==> src/rtl/core/bdq_pkg.sv <==
// Shared types and codes for the bounded deque block.
// Used by the controller, the datapath, the top level and the checker.
package bdq_pkg;

    localparam int DATA_W   = 32;
    localparam int KIND_W   = 3;
    localparam int STATUS_W = 2;

    localparam logic [KIND_W-1:0] KIND_PUSH_FRONT = 3'd0;
    localparam logic [KIND_W-1:0] KIND_PUSH_BACK  = 3'd1;
    localparam logic [KIND_W-1:0] KIND_POP_FRONT  = 3'd2;
    localparam logic [KIND_W-1:0] KIND_POP_BACK   = 3'd3;
    localparam logic [KIND_W-1:0] KIND_SEARCH     = 3'd4;

    localparam logic [STATUS_W-1:0] ST_OK        = 2'd0;
    localparam logic [STATUS_W-1:0] ST_EMPTY     = 2'd1;
    localparam logic [STATUS_W-1:0] ST_FULL      = 2'd2;
    localparam logic [STATUS_W-1:0] ST_NOT_FOUND = 2'd3;

    typedef enum logic [2:0] {
        S_IDLE,
        S_ISSUE,
        S_POP_WAIT,
        S_SEARCH,
        S_DONE
    } state_t;

    typedef struct packed {
        logic load;
        logic issue;
        logic capture;
        logic scan;
        logic publish;
    } dp_cmd_t;

    typedef struct packed {
        logic pop_ok;
        logic search_ok;
        logic hit;
        logic last;
    } dp_sts_t;

endpackage

==> src/rtl/core/bdq_ram.sv <==
// Generic single-write, single-read RAM with registered read data.
// No dependencies.
module bdq_ram #(
    parameter int WIDTH = 32,
    parameter int DEPTH = 64,
    parameter int AW    = (DEPTH > 1) ? $clog2(DEPTH) : 1
) (
    input  logic             clk,
    input  logic             we,
    input  logic [AW-1:0]    waddr,
    input  logic [WIDTH-1:0] wdata,
    input  logic [AW-1:0]    raddr,
    output logic [WIDTH-1:0] rdata
);

    logic [WIDTH-1:0] mem [DEPTH];
    logic [WIDTH-1:0] rdata_reg;

    always_ff @(posedge clk)
    begin
        if (we)
        begin
            mem[waddr] <= wdata;
        end
        rdata_reg <= mem[raddr];
    end

    assign rdata = rdata_reg;

endmodule

==> src/rtl/core/bdq_ctrl.sv <==
// Sequencer for the bounded deque: handshakes and per-operation steps.
// Depends on bdq_pkg; drives the datapath through dp_cmd_t.
module bdq_ctrl (
    input  logic            clk,
    input  logic            rst_n,
    input  logic            in_valid,
    output logic            in_stall,
    output logic            out_valid,
    input  logic            out_stall,
    input  bdq_pkg::dp_sts_t sts,
    output bdq_pkg::dp_cmd_t cmd
);

    import bdq_pkg::*;

    state_t state_reg;
    state_t state_next;
    logic   out_valid_reg;
    logic   out_valid_next;

    always_ff @(posedge clk or negedge rst_n)
    begin
        if (!rst_n)
        begin
            state_reg     <= S_IDLE;
            out_valid_reg <= 1'b0;
        end
        else
        begin
            state_reg     <= state_next;
            out_valid_reg <= out_valid_next;
        end
    end

    always_comb
    begin
        cmd            = '0;
        state_next     = state_reg;
        out_valid_next = out_valid_reg && out_stall;
        unique case (state_reg)
            S_IDLE:
            begin
                if (in_valid)
                begin
                    cmd.load   = 1'b1;
                    state_next = S_ISSUE;
                end
            end
            S_ISSUE:
            begin
                cmd.issue = 1'b1;
                if (sts.pop_ok)
                begin
                    state_next = S_POP_WAIT;
                end
                else if (sts.search_ok)
                begin
                    state_next = S_SEARCH;
                end
                else
                begin
                    state_next = S_DONE;
                end
            end
            S_POP_WAIT:
            begin
                cmd.capture = 1'b1;
                state_next  = S_DONE;
            end
            S_SEARCH:
            begin
                cmd.scan = 1'b1;
                if (sts.hit || sts.last)
                begin
                    state_next = S_DONE;
                end
            end
            S_DONE:
            begin
                if (!out_valid_reg || !out_stall)
                begin
                    cmd.publish    = 1'b1;
                    out_valid_next = 1'b1;
                    state_next     = S_IDLE;
                end
            end
            default:
            begin
                state_next = S_IDLE;
            end
        endcase
    end

    assign in_stall  = (state_reg != S_IDLE);
    assign out_valid = out_valid_reg;

endmodule

==> src/rtl/core/bdq_dp.sv <==
// Datapath for the bounded deque: ring pointers, entry RAM, search scan, result registers.
// Depends on bdq_pkg and bdq_ram; steered by bdq_ctrl.
module bdq_dp #(
    parameter int DEPTH = 64,
    parameter int IW    = (DEPTH > 1) ? $clog2(DEPTH) : 1,
    parameter int CW    = $clog2(DEPTH + 1)
) (
    input  logic                           clk,
    input  logic                           rst_n,
    input  bdq_pkg::dp_cmd_t               cmd,
    output bdq_pkg::dp_sts_t               sts,
    input  logic [bdq_pkg::KIND_W-1:0]     kind,
    input  logic signed [bdq_pkg::DATA_W-1:0] value,
    output logic [bdq_pkg::STATUS_W-1:0]   status,
    output logic signed [bdq_pkg::DATA_W-1:0] popped_value,
    output logic [CW-1:0]                  found_position,
    output logic [CW-1:0]                  occupancy
);

    import bdq_pkg::*;

    localparam int SW = CW + 1;

    function automatic logic [IW-1:0] ring_slot(input logic [IW-1:0] base,
                                                input logic [CW-1:0] off);
        logic [SW-1:0] sum;
        begin
            sum = SW'(base) + SW'(off);
            if (sum >= SW'(DEPTH))
            begin
                sum = sum - SW'(DEPTH);
            end
            return sum[IW-1:0];
        end
    endfunction

    logic [KIND_W-1:0]   kind_reg;
    logic [DATA_W-1:0]   value_reg;
    logic [IW-1:0]       front_reg;
    logic [IW-1:0]       front_next;
    logic [CW-1:0]       count_reg;
    logic [CW-1:0]       count_next;
    logic [CW-1:0]       cmp_reg;
    logic [CW-1:0]       cmp_next;

    logic [STATUS_W-1:0] pend_status_reg;
    logic [STATUS_W-1:0] pend_status_next;
    logic [DATA_W-1:0]   pend_popped_reg;
    logic [DATA_W-1:0]   pend_popped_next;
    logic [CW-1:0]       pend_pos_reg;
    logic [CW-1:0]       pend_pos_next;
    logic [CW-1:0]       pend_occ_reg;
    logic [CW-1:0]       pend_occ_next;

    logic [STATUS_W-1:0] out_status_reg;
    logic [DATA_W-1:0]   out_popped_reg;
    logic [CW-1:0]       out_pos_reg;
    logic [CW-1:0]       out_occ_reg;

    logic                is_empty;
    logic                is_full;
    logic [IW-1:0]       front_dec;
    logic [IW-1:0]       front_inc;
    logic [CW-1:0]       rd_off;
    logic                mem_we;
    logic [IW-1:0]       mem_waddr;
    logic [IW-1:0]       mem_raddr;
    logic [DATA_W-1:0]   mem_rdata;

    assign is_empty  = (count_reg == '0);
    assign is_full   = (count_reg == CW'(DEPTH));
    assign front_dec = (front_reg == '0) ? IW'(DEPTH - 1) : front_reg - 1'b1;
    assign front_inc = (front_reg == IW'(DEPTH - 1)) ? '0 : front_reg + 1'b1;

    always_comb
    begin
        if (cmd.scan)
        begin
            rd_off = cmp_reg + 1'b1;
        end
        else if (kind_reg == KIND_POP_BACK)
        begin
            rd_off = count_reg - 1'b1;
        end
        else
        begin
            rd_off = '0;
        end
    end

    assign mem_raddr = ring_slot(front_reg, rd_off);
    assign mem_waddr = (kind_reg == KIND_PUSH_FRONT) ? front_dec : ring_slot(front_reg, count_reg);
    assign mem_we    = cmd.issue && !is_full
                       && (kind_reg == KIND_PUSH_FRONT || kind_reg == KIND_PUSH_BACK);

    bdq_ram #(
        .WIDTH (DATA_W),
        .DEPTH (DEPTH),
        .AW    (IW)
    ) u_ram (
        .clk   (clk),
        .we    (mem_we),
        .waddr (mem_waddr),
        .wdata (value_reg),
        .raddr (mem_raddr),
        .rdata (mem_rdata)
    );

    assign sts.pop_ok    = !is_empty && (kind_reg == KIND_POP_FRONT || kind_reg == KIND_POP_BACK);
    assign sts.search_ok = !is_empty && (kind_reg == KIND_SEARCH);
    assign sts.hit       = (mem_rdata == value_reg);
    assign sts.last      = ((cmp_reg + 1'b1) == count_reg);

    always_comb
    begin
        front_next       = front_reg;
        count_next       = count_reg;
        cmp_next         = cmp_reg;
        pend_status_next = pend_status_reg;
        pend_popped_next = pend_popped_reg;
        pend_pos_next    = pend_pos_reg;
        pend_occ_next    = pend_occ_reg;
        if (cmd.issue)
        begin
            pend_status_next = ST_OK;
            pend_popped_next = '0;
            pend_pos_next    = '0;
            cmp_next         = '0;
            case (kind_reg)
                KIND_PUSH_FRONT, KIND_PUSH_BACK:
                begin
                    if (is_full)
                    begin
                        pend_status_next = ST_FULL;
                    end
                    else
                    begin
                        count_next = count_reg + 1'b1;
                        if (kind_reg == KIND_PUSH_FRONT)
                        begin
                            front_next = front_dec;
                        end
                    end
                end
                KIND_POP_FRONT, KIND_POP_BACK:
                begin
                    if (is_empty)
                    begin
                        pend_status_next = ST_EMPTY;
                    end
                    else
                    begin
                        count_next = count_reg - 1'b1;
                        if (kind_reg == KIND_POP_FRONT)
                        begin
                            front_next = front_inc;
                        end
                    end
                end
                KIND_SEARCH:
                begin
                    pend_status_next = is_empty ? ST_EMPTY : ST_NOT_FOUND;
                end
                default:
                begin
                    pend_status_next = ST_OK;
                end
            endcase
            pend_occ_next = count_next;
        end
        if (cmd.capture)
        begin
            pend_popped_next = mem_rdata;
        end
        if (cmd.scan)
        begin
            cmp_next = cmp_reg + 1'b1;
            if (sts.hit)
            begin
                pend_status_next = ST_OK;
                pend_pos_next    = cmp_reg + 1'b1;
            end
        end
    end

    always_ff @(posedge clk or negedge rst_n)
    begin
        if (!rst_n)
        begin
            front_reg <= '0;
            count_reg <= '0;
        end
        else
        begin
            front_reg <= front_next;
            count_reg <= count_next;
        end
    end

    always_ff @(posedge clk)
    begin
        if (cmd.load)
        begin
            kind_reg  <= kind;
            value_reg <= value;
        end
        cmp_reg         <= cmp_next;
        pend_status_reg <= pend_status_next;
        pend_popped_reg <= pend_popped_next;
        pend_pos_reg    <= pend_pos_next;
        pend_occ_reg    <= pend_occ_next;
        if (cmd.publish)
        begin
            out_status_reg <= pend_status_reg;
            out_popped_reg <= pend_popped_reg;
            out_pos_reg    <= pend_pos_reg;
            out_occ_reg    <= pend_occ_reg;
        end
    end

    assign status         = out_status_reg;
    assign popped_value   = out_popped_reg;
    assign found_position = out_pos_reg;
    assign occupancy      = out_occ_reg;

endmodule

==> src/rtl/core/bounded_deque_with_search.sv <==
// Bounded double-ended queue of signed 32-bit values with search from the front.
// Top level: joins bdq_ctrl and bdq_dp; depends on bdq_pkg.
//
// Operations (kind): push front, push back, pop front, pop back, search. One result beat per
// input beat. Items are handled one at a time; a finished result waits in an output register
// while the next input beat is taken. After acceptance, a push, an unused kind code or a pop
// on an empty queue goes through the issue and done states; a pop that removes an entry also
// passes a wait state for the registered read of the single entry RAM; a search passes a scan
// state that compares the entries up to and including the first match, or all of them,
// one per cycle through the RAM read port. A finished result waits in the done state while
// the previous beat is still stalled at the output. The entry RAM needs no clearing after
// reset.
module bounded_deque_with_search #(
    parameter int DEPTH = 64,
    parameter int CW    = $clog2(DEPTH + 1)
) (
    input  logic                              clk,
    input  logic                              rst_n,
    input  logic                              in_valid,
    output logic                              in_stall,
    input  logic [bdq_pkg::KIND_W-1:0]        kind,
    input  logic signed [bdq_pkg::DATA_W-1:0] value,
    output logic                              out_valid,
    input  logic                              out_stall,
    output logic [bdq_pkg::STATUS_W-1:0]      status,
    output logic signed [bdq_pkg::DATA_W-1:0] popped_value,
    output logic [CW-1:0]                     found_position,
    output logic [CW-1:0]                     occupancy
);

    import bdq_pkg::*;

    dp_cmd_t cmd;
    dp_sts_t sts;

    bdq_ctrl u_ctrl (
        .clk       (clk),
        .rst_n     (rst_n),
        .in_valid  (in_valid),
        .in_stall  (in_stall),
        .out_valid (out_valid),
        .out_stall (out_stall),
        .sts       (sts),
        .cmd       (cmd)
    );

    bdq_dp #(
        .DEPTH (DEPTH),
        .CW    (CW)
    ) u_dp (
        .clk            (clk),
        .rst_n          (rst_n),
        .cmd            (cmd),
        .sts            (sts),
        .kind           (kind),
        .value          (value),
        .status         (status),
        .popped_value   (popped_value),
        .found_position (found_position),
        .occupancy      (occupancy)
    );

endmodule

==> config.mk <==
export PLATFORM = sky130hd
export DESIGN_NAME = bounded_deque_with_search
export DESIGN_NICKNAME = d
export VERILOG_FILES = /design/src/rtl/core/bdq_pkg.sv /design/src/rtl/core/bdq_ram.sv /design/src/rtl/core/bdq_ctrl.sv /design/src/rtl/core/bdq_dp.sv /design/src/rtl/core/bounded_deque_with_search.sv
export SDC_FILE = /design/constraint.sdc
export NUM_CORES = 2
export LEC_CHECK = 0
export ABC_CLOCK_PERIOD_IN_PS = 10600
export BUFFER_PORTS_ARGS = -buffer_cell sky130_fd_sc_hd__clkbuf_2
export CAP_MARGIN = 20
export CORE_ASPECT_RATIO = 0.75
export CORE_UTILIZATION = 60
export CTS_CLUSTER_DIAMETER = 30
export DETAILED_ROUTE_END_ITERATION = 16
export HOLD_SLACK_MARGIN = 0.05
export PLACE_DENSITY = 0.8
export SYNTH_ARGS = -nofsm -noshare
export SYNTH_HDL_FRONTEND = slang
export SYNTH_SLANG_ARGS = --single-unit
==> constraint.sdc <==
create_clock -name clk -period 10.6 [get_ports clk]
set_input_delay 1.06 -clock clk [delete_from_list [all_inputs] [get_ports clk]]
set_output_delay 1.06 -clock clk [all_outputs]
set_load 0.005 [all_outputs]
=== Word level (Yosys, flattened, before mapping) ===
Memories as Yosys holds them, arrays and structs flattened. A register that Yosys moved wholly into a read port is not among the register bits.
Cells that the tools add are included.

* Flip-flop bits (word level): 155
* Bits in writable memories: 2048
* Word-level logic and storage cells: 117
* Memories: 1

{| class="wikitable"
|+ Memory list
! memory !! words !! bits a word !! rd ports !! clocked after Yosys merged registers in !! wr ports !! line !! text
|-
| u_dp.u_ram.mem || 64 || 32 || 1 || 1 || 1 || bdq_ram.sv:16 || <nowiki>logic [WIDTH-1:0] mem [DEPTH];</nowiki>
|}

* Add/subtract/negate cells: 9
* Order comparisons: 2
* Equality and inequality tests: 19
* Multiplexer cells: 46
* Reduce and logical (&&, ||, !) cells: 25

{| class="wikitable"
|+ Operators by type and width
! operator !! number
|-
| $mux W32 || 2
|-
| $mux W7 || 9
|-
| $mux W6 || 9
|-
| $eq A32 B32 Y1 || 1
|-
| $sub A6 B1 Y6 const B || 3
|-
| $add A6 B7 Y8 || 2
|-
| $ge A8 B7 Y1 const B || 2
|-
| $mux W3 || 5
|-
| $pmux W3 S5 || 1
|-
| $add A7 B1 Y7 const B || 2
|-
| $pmux W7 S2 || 1
|-
| $eq A3 B2 Y1 const B || 4
|-
| $mux W1 || 12
|-
| $pmux W6 S2 || 1
|-
| $mux W2 || 5
|-
| $ne A2 B1 Y1 const B || 4
|-
| $eq A7 B7 Y1 || 1
|-
| $eq A7 B7 Y1 const B || 1
|-
| $logic_not A7 Y1 || 1
|-
| $sub A7 B1 Y7 const B || 1
|-
| $add A6 B1 Y6 const B || 1
|-
| $eq A3 B1 Y1 const B || 2
|-
| $eq A3 B3 Y1 const B || 2
|-
| $eq A6 B6 Y1 const B || 1
|-
| 12 further kinds || 28
|}

=== Longest topological paths before layout ===
* Depth in word-level cells: 6
* Gate-level depth with buffers: 15
* Depth with buffers taken out: 12

=== Hierarchy ===
A second synthesis with hierarchy kept.

* Cells, all modules: 3847
* Area total of the unflattened synthesis: 85510.8 µm²

{| class="wikitable"
|+ Modules (own cells, without submodules)
! module !! times used !! cells each !! area each (µm²) !! sequential area each (µm²)
|-
| bdq_ram || 1 || 3324 || 78515.3 || 62139.6
|-
| bdq_dp || 1 || 494 || 6754.0 || 4379.2
|-
| bdq_ctrl || 1 || 29 || 241.5 || 100.1
|}

=== Worst setup path before layout ===
Ideal clock, no wire load.

* Path kind: flip-flop to flip-flop
* Start point: reg u_dp.count_reg[0]
* End point: mem u_dp.u_ram.mem[11][0], enable pin
* Arrival time: 3.414 ns
* Data required time: 10.179 ns
* Setup slack: 6.765 ns
* Stages on the path, launching flop included: 9
* Period minus slack after synthesis: 3.835 ns
* Cells stage by stage: dfrtp_1 -> inv_1 -> ha_1 -> clkbuf_1 -> a311oi_1 -> and3_1 -> and2b_1 -> nand2_1 -> nor2_1

* Cells in the longest elaborated chain, start to end: 6
* Elaborated cells between the ends (all ways): 11
* Classes of those cells: add/sub (2); order compare (1); eq/ne (1); mux (4); reduce/logical (3)

{| class="wikitable"
|+ Ends and longest elaborated chain
! what !! line !! text
|-
| start, declared || bdq_dp.sv:41 || <nowiki>logic [CW-1:0] count_reg;</nowiki>
|-
| start signal, assigned || bdq_dp.sv:196 || <nowiki>count_reg <= count_next;</nowiki>
|-
| branches (longest 6 deep; another with $add A6 B7 Y8) || -- ||
|-
| end, declared || bdq_ram.sv:16 ||
|}

Several ways; the timed one is not identified.

=== Final worst setup path ===
* Start point: reg u_ctrl.state_reg[0]
* End point: reg u_dp.u_ram.rdata_reg[14] (netlist: u_dp.u_ram.rdata[14]) (read register of u_dp.u_ram.mem)

* Cells in the longest elaborated chain, start to end: 6
* Elaborated cells between the ends (all ways): 7
* Classes of those cells: add/sub (2); order compare (1); eq/ne (1); mux (3)

{| class="wikitable"
|+ Ends and longest elaborated chain
! what !! line !! text
|-
| start, declared || bdq_ctrl.sv:16 || <nowiki>state_t state_reg;</nowiki>
|-
| start signal, assigned || bdq_ctrl.sv:30 || <nowiki>state_reg <= state_next;</nowiki>
|-
| $eq A3 B2 Y1 * || bdq_ctrl.sv:40 || <nowiki>unique case (state_reg)</nowiki>
|-
| $mux W1 * || bdq_ctrl.sv:40 ||
|-
| $mux W7 * || bdq_dp.sv:77 || <nowiki>if (cmd.scan)</nowiki>
|-
| $add A6 B7 Y8 * || bdq_dp.sv:28 || <nowiki>sum = SW'(base) + SW'(off);</nowiki>
|-
| $ge A8 B7 Y1 / $sub A6 B1 Y6 (equally long branches) || bdq_dp.sv:29, bdq_dp.sv:31 ||
|-
| $mux W6 * || bdq_dp.sv:29 || <nowiki>if (sum >= SW'(DEPTH))</nowiki>
|-
| end, declared || bdq_ram.sv:17 || <nowiki>logic [WIDTH-1:0] rdata_reg;</nowiki>
|}

Mark *: on every way between the ends. The rest lies on a longest branch, timed or not.
A chain may end at the register's enable or synchronous reset.

==> reports/metrics.yaml <==
cts.repair.resized: 0
num_rows: 119
hold_buffers: 0
drc_errors: 0
synth_nets: 4223
syn_inst: 4166
critPathCaptureType: "flip-flop"
core_um2: 141400
synth_top_area_cell: "edfxtp_1"
ys_types: 73
cp-start-kind: "flip-flop"
start_util: 0.6089
rsz0062_at_grt: "false"
fin_util: 0.7046
finClkSkew_ns: 0.05159
worstPathCellList: "nor2b_2 -> nand2_2 -> nand3_4 -> o22ai_1 -> ha_4 -> fa_4 -> buf_12 -> buf_4 -> mux4_2 -> nand2_1 -> a32oi_1 -> o221ai_1 -> mux2i_1"
slew_violations: 0
multi_input_area_um2: 19040
p_leak_nw: 32.02
hold_ws_ns: 0.1134
io_buffers: 88
dp.cells: 6065
vdd_drop_max_uv: 330.7
drt_pass1_iterations: 8
die_w_um: 439.5
place_hpwl_um: 124300
htree_levels: 5
place_congestion: 0.8917
grt_max_degree: 104
tritoncts: "yes"
avgSynthCellArea_um2: 20.67
clock_latency_ns: 0.94
drt-wirelength-per-cell_um: 38.66
overflow: 0
clkTransAtPathRegs_ns: 0.06
regArea_um2: 66620
grt_pass1_wl_um: 356800
ctsLongestPathBuffers: 4
critPathMaxFanout: 103
tightest_slew_ns: 1.302
finalSetupViolations: 0
drive_gt1_frac: 0.2816
largest_register: "u_dp.u_ram.mem"
status: "finished clean"
finalHoldViolations: 0
cts_root_buffer: "clkbuf_16"
routed_via_density: 7.282
pin_count: 89
nNetsFinal: 4551
yosys_warnings: 0
area_growth_pct: 15.72
cts_buffers: 300
ys_ff_latch: 2235
synth_area_um2: 86130
relSlewSlack: 0.1319
crit_type: "flip-flop to flip-flop"
die_h_um: 330.1
tns_ns: 0
max_freq_mhz: 139.2
ys_seq_area_frac: 0.7735
nFillCells: 7588
synth.area.top_cells: "edfxtp_1 (76%), mux4_2 (13%), nand2_1 (1.6%), nor2_1 (1.3%), mux2i_1 (1.2%)"
postRouteAntennaNets: 0
die_area_um2: 145100
grtUsageTotal: 0.3576
crit_path_max_incr_delay_ns: 1.41
num_vias: 48041
arrival_ns: 8.01
grt_pass1_vias: 48306
place_ws_ns: 4.018
cts_setup_buffers: 0
largest_reg_flops: 2048
p_per_area_nw_per_um2: 326.3
cts_sinks: 2235
worstPathRequired_ns: 11.43
period_minus_slack_ns: 7.183
async_flop_share: 0.007606
antenna_found_initial: 21
synth_edf_count: 2177
hold_path.class: "input pin to asynchronous set/reset pin"
fin_crit_sh: 0.6776
synth-main-ff-cell: "edfxtp_1"
synth_top_area_frac: 0.7590
fin_cells: 6597
drtIter0Drc: 9102
cap_violations: 0
cpMaxStageDelayCell: "fa_4"
finalWirelength_um: 255000
fin_ws_ns: 3.417
[critical path, delay by kind of cell (launching register included)]
family / cells / cell delay, ns
multiplexers: 2 / 0.77
AO/OA/AOI/OAI: 3 / 1.71
flip-flops: 1 / 0.42
AND/OR/NAND/NOR: 4 / 1.08
adder cells (fa/ha/maj): 2 / 1.62
buffers and inverters: 2 / 1.29
[where the power goes]
part	total, mW	internal (mW)	switching, mW
sequential	10.9	10.6	0.351
clock	10.1	6.06	4.03
combinational	11.5	3.95	7.54
[through the flow]
| step | instance area [µm²] | power, mW |
|---|---|---|
| after detailed placement | 89730 | 21.83 |
| after global routing | 99660 | 33.18 |
| final | 99670 | 32.52 |
| after global placement | 89730 | 21.55 |
| after floorplan | 86130 | 17.89 |
| after CTS | 99630 | 32.15 |
[layout make-up]
class | count | share of cell area
antenna | 6 | 0.0001506
clock buffer | 333 | 0.07773
clock inverter | 191 | 0.02164
inverter | 15 | 0.0005649
multi-input combinational | 1706 | 0.1911
sequential | 2235 | 0.6684
tap | 1875 | 0.02354
timing repair buffer | 236 | 0.01692
[placed cells by master (no fill, tap or decap), types with 24 or more instances in the layout]
| cell type | instances |
|---|---|
| bufinv_16 | 28 |
| nor2_1 | 234 |
| mux4_2 | 512 |
| and2_1 | 38 |
| dfxtp_1 | 41 |
| edfxtp_1 | 2177 |
| clkinv_2 | 24 |
| nor2_4 | 64 |
| clkbuf_1 | 27 |
| nand2_1 | 369 |
| clkinv_4 | 27 |
| o221ai_1 | 64 |
| clkbuf_16 | 305 |
| clkinvlp_4 | 29 |
| xnor2_1 | 51 |
| clkbuf_2 | 88 |
| o21ai_0 | 25 |
| inv_6 | 35 |
| a32oi_1 | 64 |
| mux2i_1 | 104 |
| buf_4 | 136 |
[logic make-up (layout without fill, tap and decap cells)]
family | count (synthesis) | count (layout) | synth area share
adders and majority gates | 18 | 18 | 0.002789
other | 0 | 6 | 0
xor gates and xnor gates | 62 | 62 | 0.006479
buffers and inverters | 225 | 775 | 0.01203
and+or+nand+nor | 780 | 780 | 0.03776
DFF | 2235 | 2235 | 0.7735
muxes | 618 | 618 | 0.1462
AOI/OAI and AO/OA | 228 | 228 | 0.02124
[final timing paths]
path | start | endpoint | slack (ns) | cells past startpoint
worst min-delay path | rst_n | u_dp.count_reg[3] | 0.11 | 1
worst max-delay path | u_ctrl.state_reg[0] | u_dp.u_ram.rdata[14] | 3.42 | 13
worst max register to register | u_ctrl.state_reg[0] | u_dp.u_ram.rdata[14] | 3.42 | 13
min in group clk | value[3] | u_dp.value_reg[3] | 0.32 | 1
worst min register to register | u_dp.pend_popped_reg[25] | u_dp.popped_value[25] | 0.40 | 0
max in group asynchronous | rst_n | u_dp.count_reg[1] | 10.13 | 1
[cell usage after synthesis, types with 3 or more instances]
master / number
nand2b_1: 5
o31ai_1: 3
xnor2_1: 52
or3_1: 3
o221ai_1: 64
dfxtp_1: 41
mux2i_1: 104
clkbuf_1: 74
nor3_2: 4
buf_1: 35
nor2_1: 298
xor2_1: 9
nand4_1: 9
nand3_1: 15
a22oi_2: 6
inv_1: 14
o21ai_0: 25
o22ai_1: 12
a31oi_1: 3
edfxtp_1: 2177
buf_4: 16
a32oi_1: 64
mux4_2: 512
a22oi_1: 5
a21oi_1: 16
dfrtp_1: 17
and2_1: 39
buf_2: 81
buf_6: 4
and3_1: 10
a211oi_1: 3
ha_1: 16
nor3_1: 10
nand2_1: 369
o21ai_1: 3
[per-layer routing]
layer / track usage / share of wire / vias up
li1: - / - / 17757
met1: 0.4687 / 0.32 / 24170
met2: 0.5178 / 0.44 / 5165
met3: 0.1485 / 0.18 / 923
met4: 0.1863 / 0.057 / 26
met5: 0 / 0.00072 / -
Power figures use the tool's default switching activity.
